===== config.mk =====
export PLATFORM = sky130hd
export DESIGN_NAME = format_string_integer_printer
export DESIGN_NICKNAME = d
export VERILOG_FILES = /design/src/hdl/fsp_pkg.sv /design/src/hdl/format_string_integer_printer.sv /design/src/hdl/fsp_ctrl.sv /design/src/hdl/fsp_dpath.sv
export SDC_FILE = /design/constraint.sdc
export NUM_CORES = 1
export LEC_CHECK = 0
export BUFFER_PORTS_ARGS = -buffer_cell sky130_fd_sc_hd__buf_2
export CAP_MARGIN = 40
export CORE_AREA = 5 5 152 168
export CTS_BUF_LIST = sky130_fd_sc_hd__clkbuf_8
export DETAILED_ROUTE_END_ITERATION = 8
export DIE_AREA = 0 0 157 173
export SLEW_MARGIN = 20
export SYNTH_ARGS = -nofsm -noshare
export SYNTH_HDL_FRONTEND = slang
export SYNTH_HIERARCHICAL = 1
export SYNTH_SLANG_ARGS = --single-unit

===== constraint.sdc =====
create_clock -name clk -period 2.7 [get_ports clk]
set_clock_uncertainty 0.2 [all_clocks]
set_input_delay 0 -clock clk [delete_from_list [all_inputs] [get_ports clk]]
set_output_delay 0 -clock clk [all_outputs]
set_load 0.005 [all_outputs]

===== src/hdl/fsp_pkg.sv =====
package fsp_pkg;

	localparam int ARG_BITS_DEF   = 32;
	localparam int COUNT_BITS_DEF = 16;

	localparam logic [7:0] CH_PERCENT = 8'h25;
	localparam logic [7:0] CH_MINUS   = 8'h2d;
	localparam logic [7:0] CH_ZERO    = 8'h30;
	localparam logic [7:0] CH_A_LO    = 8'h61;
	localparam logic [7:0] CH_D_LO    = 8'h64;
	localparam logic [7:0] CH_X_LO    = 8'h78;
	localparam logic [7:0] CH_X_UP    = 8'h58;

	// controller to datapath
	typedef struct packed {
		logic take;        // latch the format byte
		logic load_dec;    // load magnitude for decimal conversion
		logic load_hex;    // load nibbles for hex conversion
		logic dabble;      // one shift-add-3 step
		logic skip;        // drop a leading zero digit
		logic emit_char;   // emit the latched byte as the last item
		logic emit_minus;  // emit the sign
		logic emit_digit;  // emit the top digit
	} cmd_t;

	// datapath to controller
	typedef struct packed {
		logic can_load;    // output register free this cycle
		logic neg;         // decimal argument was negative
		logic dab_last;    // final dabble step
		logic rem_one;     // one digit left
		logic top_zero;    // top digit is zero
	} sts_t;

	function automatic logic [7:0] digit_char(input logic [3:0] d);
		logic [7:0] w;
		w = {4'h0, d};
		if (d < 4'd10) begin
			return CH_ZERO + w;
		end else begin
			return CH_A_LO + w - 8'd10;
		end
	endfunction

endpackage


===== src/hdl/format_string_integer_printer.sv =====
// Channel   Handshake              Payload
// input     in_valid / in_stall    format_char, argument_value
// output    out_valid / out_stall  out_char, last_of_run, char_count
//
// One item at a time; in_stall is high until the current item's last result is in the
// output register. A lone percent arms a conversion; an echoed byte goes through the echo state.
// Hex loads NDIG nibbles, NDIG being the wider of the decimal and hex digit counts (10 at
// 32 bits); leading zeros are dropped one per cycle before the digits are emitted.
// Decimal runs ARG_BITS double-dabble steps, then the sign if negative, then the 10 digit
// slots at 32 bits, with leading zeros dropped the same way.
// Reset clears the pending flag, the running count and the output valid flag.
// A stalled output holds its item; the block waits on it before emitting the next one.
module format_string_integer_printer #(
	parameter int ARG_BITS   = fsp_pkg::ARG_BITS_DEF,
	parameter int COUNT_BITS = fsp_pkg::COUNT_BITS_DEF
) (
	input  logic                  clk,
	input  logic                  arst_n,
	input  logic                  in_valid,
	output logic                  in_stall,
	input  logic [7:0]            format_char,
	input  logic [ARG_BITS-1:0]   argument_value,
	output logic                  out_valid,
	input  logic                  out_stall,
	output logic [7:0]            out_char,
	output logic                  last_of_run,
	output logic [COUNT_BITS-1:0] char_count
);
	import fsp_pkg::*;

	cmd_t cmd;
	sts_t sts;

	fsp_ctrl u_ctrl (
		.clk         (clk),
		.arst_n      (arst_n),
		.in_valid    (in_valid),
		.format_char (format_char),
		.sts         (sts),
		.in_stall    (in_stall),
		.cmd         (cmd)
	);

	fsp_dpath #(
		.ARG_BITS   (ARG_BITS),
		.COUNT_BITS (COUNT_BITS)
	) u_dpath (
		.clk            (clk),
		.arst_n         (arst_n),
		.cmd            (cmd),
		.format_char    (format_char),
		.argument_value (argument_value),
		.out_stall      (out_stall),
		.sts            (sts),
		.out_valid      (out_valid),
		.out_char       (out_char),
		.last_of_run    (last_of_run),
		.char_count     (char_count)
	);

	a_one_source: assert property (@(posedge clk) disable iff (!arst_n)
		$onehot0({cmd.emit_char, cmd.emit_minus, cmd.emit_digit}))
		else $error("more than one emit source");

	a_emit_free: assert property (@(posedge clk) disable iff (!arst_n)
		(cmd.emit_char || cmd.emit_minus || cmd.emit_digit) |-> sts.can_load)
		else $error("emit into an occupied output register");

	a_accept_quiet: assert property (@(posedge clk) disable iff (!arst_n)
		(in_valid && !in_stall) |-> !(cmd.emit_char || cmd.emit_minus || cmd.emit_digit
			|| cmd.dabble || cmd.skip))
		else $error("datapath busy while an item is accepted");

	a_valid_source: assert property (@(posedge clk) disable iff (!arst_n)
		$rose(out_valid) |-> $past(cmd.emit_char || cmd.emit_minus || cmd.emit_digit))
		else $error("output valid without an emit");

endmodule


===== src/hdl/fsp_ctrl.sv =====
module fsp_ctrl (
	input  logic           clk,
	input  logic           arst_n,
	input  logic           in_valid,
	input  logic [7:0]     format_char,
	input  fsp_pkg::sts_t  sts,
	output logic           in_stall,
	output fsp_pkg::cmd_t  cmd
);
	import fsp_pkg::*;

	typedef enum logic [5:0] {
		S_IDLE   = 6'b000001,
		S_ECHO   = 6'b000010,
		S_DABBLE = 6'b000100,
		S_SIGN   = 6'b001000,
		S_SKIP   = 6'b010000,
		S_EMIT   = 6'b100000
	} state_t;

	state_t state_q, state_d;
	logic   pending_q, pending_d;
	logic   accept;

	assign in_stall = (state_q != S_IDLE);
	assign accept   = in_valid && (state_q == S_IDLE);

	always_comb begin
		state_d   = state_q;
		pending_d = pending_q;
		cmd       = '0;
		case (state_q)
			S_IDLE: begin
				if (accept) begin
					cmd.take = 1'b1;
					if (pending_q) begin
						pending_d = 1'b0;
						if (format_char == CH_D_LO) begin
							cmd.load_dec = 1'b1;
							state_d      = S_DABBLE;
						end else if (format_char == CH_X_LO || format_char == CH_X_UP) begin
							cmd.load_hex = 1'b1;
							state_d      = S_SKIP;
						end else begin
							// a doubled percent and an unknown conversion both echo the byte
							state_d = S_ECHO;
						end
					end else if (format_char == CH_PERCENT) begin
						pending_d = 1'b1;
					end else begin
						state_d = S_ECHO;
					end
				end
			end
			S_ECHO: begin
				if (sts.can_load) begin
					cmd.emit_char = 1'b1;
					state_d       = S_IDLE;
				end
			end
			S_DABBLE: begin
				cmd.dabble = 1'b1;
				if (sts.dab_last) begin
					state_d = sts.neg ? S_SIGN : S_SKIP;
				end
			end
			S_SIGN: begin
				if (sts.can_load) begin
					cmd.emit_minus = 1'b1;
					state_d        = S_SKIP;
				end
			end
			S_SKIP: begin
				if (sts.top_zero && !sts.rem_one) begin
					cmd.skip = 1'b1;
				end else begin
					state_d = S_EMIT;
				end
			end
			S_EMIT: begin
				if (sts.can_load) begin
					cmd.emit_digit = 1'b1;
					if (sts.rem_one) begin
						state_d = S_IDLE;
					end
				end
			end
			default: begin
				state_d = S_IDLE;
			end
		endcase
	end

	always_ff @(posedge clk or negedge arst_n) begin
		if (!arst_n) begin
			state_q   <= S_IDLE;
			pending_q <= 1'b0;
		end else begin
			state_q   <= state_d;
			pending_q <= pending_d;
		end
	end

endmodule


===== src/hdl/fsp_dpath.sv =====
module fsp_dpath #(
	parameter int ARG_BITS   = fsp_pkg::ARG_BITS_DEF,
	parameter int COUNT_BITS = fsp_pkg::COUNT_BITS_DEF
) (
	input  logic                  clk,
	input  logic                  arst_n,
	input  fsp_pkg::cmd_t         cmd,
	input  logic [7:0]            format_char,
	input  logic [ARG_BITS-1:0]   argument_value,
	input  logic                  out_stall,
	output fsp_pkg::sts_t         sts,
	output logic                  out_valid,
	output logic [7:0]            out_char,
	output logic                  last_of_run,
	output logic [COUNT_BITS-1:0] char_count
);
	import fsp_pkg::*;

	localparam int NDEC = (ARG_BITS * 302) / 1000 + 1;
	localparam int NHEX = (ARG_BITS + 3) / 4;
	localparam int NDIG = (NDEC > NHEX) ? NDEC : NHEX;
	localparam int DW   = NDIG * 4;
	localparam int DCW  = $clog2(ARG_BITS + 1);
	localparam int RW   = $clog2(NDIG + 1);

	logic [7:0]            char_q;
	logic [ARG_BITS-1:0]   bin_q;
	logic [DW-1:0]         dig_q;
	logic [DW-1:0]         adj;
	logic [DCW-1:0]        dab_cnt_q;
	logic [RW-1:0]         rem_q;
	logic                  neg_q;
	logic [COUNT_BITS-1:0] count_q, count_nx;
	logic                  out_valid_q;
	logic [7:0]            out_char_q;
	logic                  out_last_q;
	logic [COUNT_BITS-1:0] out_count_q;
	logic                  emit;
	logic                  arg_neg;
	logic [3:0]            top;

	assign top     = dig_q[DW-1 -: 4];
	assign arg_neg = argument_value[ARG_BITS-1];
	assign emit    = cmd.emit_char || cmd.emit_minus || cmd.emit_digit;

	assign sts.can_load = !out_valid_q || !out_stall;
	assign sts.neg      = neg_q;
	assign sts.dab_last = (dab_cnt_q == DCW'(1));
	assign sts.rem_one  = (rem_q == RW'(1));
	assign sts.top_zero = (top == 4'd0);

	// add 3 to every BCD digit of five or more before the shift
	always_comb begin
		for (int i = 0; i < NDIG; i++) begin
			adj[4*i +: 4] = (dig_q[4*i +: 4] >= 4'd5) ? dig_q[4*i +: 4] + 4'd3
			                                         : dig_q[4*i +: 4];
		end
	end

	assign count_nx = (count_q == {COUNT_BITS{1'b1}}) ? count_q : count_q + 1'b1;

	always_ff @(posedge clk) begin
		if (cmd.take) begin
			char_q <= format_char;
		end
		if (cmd.load_dec) begin
			// the most negative value negates to itself, which is its magnitude
			bin_q     <= arg_neg ? (~argument_value + 1'b1) : argument_value;
			neg_q     <= arg_neg;
			dig_q     <= '0;
			dab_cnt_q <= DCW'(ARG_BITS);
			rem_q     <= RW'(NDIG);
		end else if (cmd.load_hex) begin
			dig_q <= DW'(argument_value);
			rem_q <= RW'(NDIG);
			neg_q <= 1'b0;
		end else if (cmd.dabble) begin
			dig_q     <= {adj[DW-2:0], bin_q[ARG_BITS-1]};
			bin_q     <= {bin_q[ARG_BITS-2:0], 1'b0};
			dab_cnt_q <= dab_cnt_q - 1'b1;
		end else if (cmd.skip || cmd.emit_digit) begin
			dig_q <= {dig_q[DW-5:0], 4'h0};
			rem_q <= rem_q - 1'b1;
		end
		if (emit) begin
			out_count_q <= count_nx;
			if (cmd.emit_char) begin
				out_char_q <= char_q;
				out_last_q <= 1'b1;
			end else if (cmd.emit_minus) begin
				out_char_q <= CH_MINUS;
				out_last_q <= 1'b0;
			end else begin
				out_char_q <= digit_char(top);
				out_last_q <= sts.rem_one;
			end
		end
	end

	always_ff @(posedge clk or negedge arst_n) begin
		if (!arst_n) begin
			out_valid_q <= 1'b0;
			count_q     <= '0;
		end else begin
			if (emit) begin
				out_valid_q <= 1'b1;
				count_q     <= count_nx;
			end else if (!out_stall) begin
				out_valid_q <= 1'b0;
			end
		end
	end

	assign out_valid   = out_valid_q;
	assign out_char    = out_char_q;
	assign last_of_run = out_last_q;
	assign char_count  = out_count_q;

endmodule

# --- Yosys cells after proc, flatten, opt, wreduce, memory -nomap -nowiden ---
# Index checks and enable logic that the tools add are counted.
totals:
  regBits: 140
  in_bits: 44
  out_inout_bits: 27
  word_cells: 144
op_classes:
  add_sub_neg: 17
  magnitude_cmp: 11
  eq_ne: 24
  muxes: 54
  bitwise: 3
  n_reduce_logical: 21
op_table:
  columns: ["op", "n"]
  rows:
  - ["$mux 32", 5]
  - ["$mux 40", 2]
  - ["$mux 6", 10]
  - ["$ge 4x3->1 const B", 10]
  - ["$add 4x2->4 const B", 9]
  - ["$mux 4", 9]
  - ["$pmux 6 s6", 1]
  - ["$add 32x1->32 const B", 1]
  - ["$not 32->32", 1]
  - ["$eq 8x7->1 const B", 3]
  - ["$mux 8", 3]
  - ["$mux 1", 17]
  - ["$add 16x1->16 const B", 1]
  - ["$eq 16x16->1 const B", 1]
  - ["$mux 16", 1]
  - ["$eq 6x1->1 const B", 2]
  - ["$mux 5", 2]
  - ["$ne 2x2->1 const B", 5]
  - ["$mux 3", 3]
  - ["$add 7x4->8 const A", 1]
  - ["$eq 8x6->1 const B", 1]
  - ["$ne 2x1->1 const B", 4]
  - ["$reduce_and 2->1", 4]
  - ["$reduce_and 8->1", 1]
  - ["other kinds (23)", 33]

# --- Logic depth before layout (Yosys ltp) ---
depth:
  ltp_word: 9
  mapped_depth: 13
  depth_no_buf: 11

# --- Hierarchy ---
# The synthesis kept the hierarchy.
modules_own_cells:
  columns: ["mod", "instances", "cells_per_inst", "area_per_inst_um2", "seq_area_each_um2"]
  rows:
  - ["fsp_dpath", 1, 799, 7533.5, 3408.3]
  - ["fsp_ctrl", 1, 69, 583.1, 176.4]

# --- Least setup slack after synthesis ---
# Ideal clock, no wire load.
synth_timing:
  kind: "register -> register"
  from: "register u_ctrl.state_q[5]"
  to: "register u_dpath.bin_q[0] (enable)"
  setup_time_ns: 0.389
  arrival_ns: 2.213
  required_time_ns: 2.111
  setup_slack_ns: -0.102
  stages_incl_launch_ff: 7
  period_less_slack_ns: 2.802
  cell_sequence: "dfrtp_1 buf_6 nor3_1 nand4_1 nor3_2 clkinv_1 nand2_1"
synth_lines:
  columns: ["item", "line", "rtl"]
  rows:
  - ["start, declared", "fsp_ctrl.sv:21", "state_t state_q, state_d;"]
  - ["start signal, assigned", "fsp_ctrl.sv:99", "state_q <= state_d;"]
  - ["end signal, assigned", "fsp_dpath.sv:68", "bin_q <= arg_neg ? (~argument_value + 1'b1) : argument_value;"]
  - ["end signal, assigned", "fsp_dpath.sv:79", "bin_q <= {bin_q[ARG_BITS-2:0], 1'b0};"]
  - ["end, declared", "fsp_dpath.sv:27", "logic [ARG_BITS-1:0] bin_q;"]

==> impl_metrics.yaml <==
setup_path:
  end_kind: "flip-flop"
  regToRegStartpoint: "u_ctrl/state_q[1]"
  cp_max_fo: 12
  r2r_slack_ns: 0.21
  critPathLaunch: "u_ctrl/state_q[1]"
  cp-endpoint: "u_dpath/dig_q[39]"
  required_ns: 2.81
  path_class: "reg2reg"
  arrival_ns: 2.61
  critPathLaunchType: "flip-flop"
  reg2reg_to: "u_dpath/dig_q[39]"
  ff2ff_path_depth: 9
timing:
  setup_viol: 0
  maxSlewViolCount: 0
  finalHoldViolCount: 0
  setup_ws_ns: 0.207
  worst_pin_slew_ns: 0.654
  hold_ws_ns: 0.0947
  slew_headroom: 0.563
  rsz0062_at_grt: "false"
  fmax_mhz: 401
  fin_crit_ns: 2.49
  final.setup.tns_ns: 0
  min_period_over_period: 0.923
yosys:
  synth_xor_area_frac: 0.0799
  netlist_instances: 868
  synthTopCellsByArea: "edfxtp_1 24%, dfxtp_1 12%, dfrtp_1 7.1%"
  synth_compound_area_frac: 0.175
  synth_area_um2: 8120
  synthMuxAreaShare: 0.0341
  yosys.area.top_type: "edfxtp_1"
  synth-edff-count: 66
  syn_avg_cell_area_um2: 9.35
  ys_ff_latch: 140
  synthesis.nets: 938
  synthAdderAreaFrac: 0.0401
  synth_top_family_by_area: "simple AND/OR/NAND/NOR gates"
  synth_top_area_frac: 0.244
  async_flop_share: 0.171
  ys_types: 69
  synthSimpleGateAreaFrac: 0.187
  yosysWarnings: 6
  synth_ff_type: "edfxtp_1"
  ys_seq_area_frac: 0.442
cells_and_area:
  n_antenna_cell: 0
  fill_cells: 2258
  multi_input_area_um2: 4270
  final_core_util: 0.424
  fin_cells: 1323
  final_cell_area_um2: 9990
  seqCellArea_um2: 3590
  layout_common_cells: "82 x a21oi_1, 81 x nor2_1, 72 x nand2_1"
  areaGrowthSynthToFinish_pct: 23.1
  final_nets: 1075
  final_common_cell: "a21oi_1"
  drive_gt1_frac: 0.192
placed_design:
  dpl.cell_count: 1244
  io_buffers: 70
  hpwl_um: 13500
  gp_congestion: 0.833
  post-place-ws_ns: 0.0961
  placed_cell_area_um2: 9100
drt:
  wl_um: 19600
  wl_per_cell_um: 14.8
  final_antenna_net_count: 0
  dr.pass1.iters: 6
  drcViolationCount: 0
  vias: 6811
  via_per_inst: 5.15
  drt_iter0_markers: 533
floorplanning:
  core_area_um2: 23500
  die_w_um: 157
  die_h_um: 173
  ios: 71
  die_area_um2: 27200
  start_util: 0.345
  num_rows: 59
power:
  powerDensity_nw_per_um2: 494
  pwr-share-comb: 0.156
  power_leakage_nw: 3.89
  p_sw_frac: 0.303
  pwr-share-seq: 0.507
  intPower_mw: 3.44
  p_switching_mw: 1.49
  p_clk_frac: 0.337
  p_total_mw: 4.94
  ir_worst_vdd_mv: 0.260
clock_network:
  cts_root_buf: "clkbuf_8"
  h-tree-depth: 4
  clk_pin_slew_ns: 0.10
  cts_num_sinks: 140
  insertion_delay_ns: 0.46
  cts_made_buffers: 17
  clockBufferDepth: 2
  cts_tree: "done"
hold_path:
  hold_depth: 2
  min_path_type: "in2reg"
global_route:
  overflow: 0
  grt_pass1_wl_um: 33000
  globalRouteTotalUtil: 0.146
  antenna_found_initial: 0
  grt_max_degree: 67
  grt_pass1_vias: 6621
outcome:
  status: "finished, final reports clean"
flow_run:
  cap_violations: 0
cell usage after synthesis, drive strengths merged, types with 10 or more instances:
| cell type | number |
|---|---|
| o21ai | 50 |
| ha | 26 |
| a21oi | 82 |
| xor2 | 41 |
| a211oi | 12 |
| o41ai | 10 |
| dfxtp | 50 |
| mux2 | 13 |
| xnor2 | 33 |
| nand4 | 13 |
| dfrtp | 23 |
| nor2 | 83 |
| inv | 38 |
| a2111oi | 10 |
| o31ai | 13 |
| edfxtp | 66 |
| buf | 11 |
| nor2b | 14 |
| mux2i | 13 |
| nand2b | 21 |
| clkbuf | 35 |
| a21o | 10 |
| nor3 | 25 |
| nand2 | 74 |
what timing repair did:
| action | 4_1_cts | 5_1_grt |
|---|---|---|
| setup buffers | 0 | 2 |
| hold buffers | 45 | 0 |
| endpoints found under the hold margin | 104 | 0 |
| endpoints found under the setup margin | 0 | 39 |
| gates resized for setup | 0 | 12 |
state kept, by name, indices dropped and copies added, names as in the netlist, 4 cells and up:
name and count:
u_dpath/count_q 16, u_dpath/char_q 8, u_ctrl/state_q 6, u_dpath/rem_q 4, u_dpath/char_count 16, u_dpath/out_char 8, u_dpath/dab_cnt_q 6, u_dpath/bin_q 32
u_dpath/dig_q 40
worst max-delay path, stage by stage, from the launching register on:
cell,delay (ns)
dfrtp_1,0.47
nor4_4,0.37
nand2_2,0.14
clkinvlp_4,0.18
buf_4,0.21
nor2_1,0.08
buf_4,0.16
nor2_1,0.10
a21oi_1,0.04
a2111oi_0,0.39
layer usage:
metal | GRT usage | part of all wire
met5 | 0 | 0
met1 | 0.201 | 0.48
met3 | 0.0280 | 0.044
met2 | 0.234 | 0.46
met4 | 0.0430 | 0.011
cell families after synthesis:
kind of cell / count (synthesis)
buf+inv: 85
simple gates: 293
flops: 140
fa+ha+maj: 26
mux: 26
compound gates: 224
xor+xnor: 74
layout make-up:
class,instances,share of cell area
clock inverters,15,0.0143
repair buffers,164,0.123
clock buffers,17,0.0234
multi-input cells,643,0.427
flip-flops and latches,140,0.359
well taps,305,0.0382
inverters,39,0.0153
worst min-delay path by stage:
stage	start	to	slack, ns
4_1_cts	format_char[7]	u_dpath/char_q[7]	0.05
3_3_place_gp	arst_n	u_dpath/count_q[2]	-0.16
6_report	format_char[7]	u_dpath/char_q[7]	0.09
5_1_grt	format_char[0]	u_dpath/char_q[0]	0.07
2_1_floorplan	arst_n	u_ctrl/pending_q	-0.50
3_5_place_dp	arst_n	u_dpath/count_q[1]	-0.16
power groups by stage:
stage	Clock (mW)	Combinational, mW	Sequential, mW
floorplan	0	0.368	2.55
global placement	0	0.711	2.55
detailed placement	0	0.715	2.55
CTS	1.73	0.770	2.50
global route	1.82	0.853	2.53
finish	1.67	0.771	2.50
(Power assumes the default switching activity.)
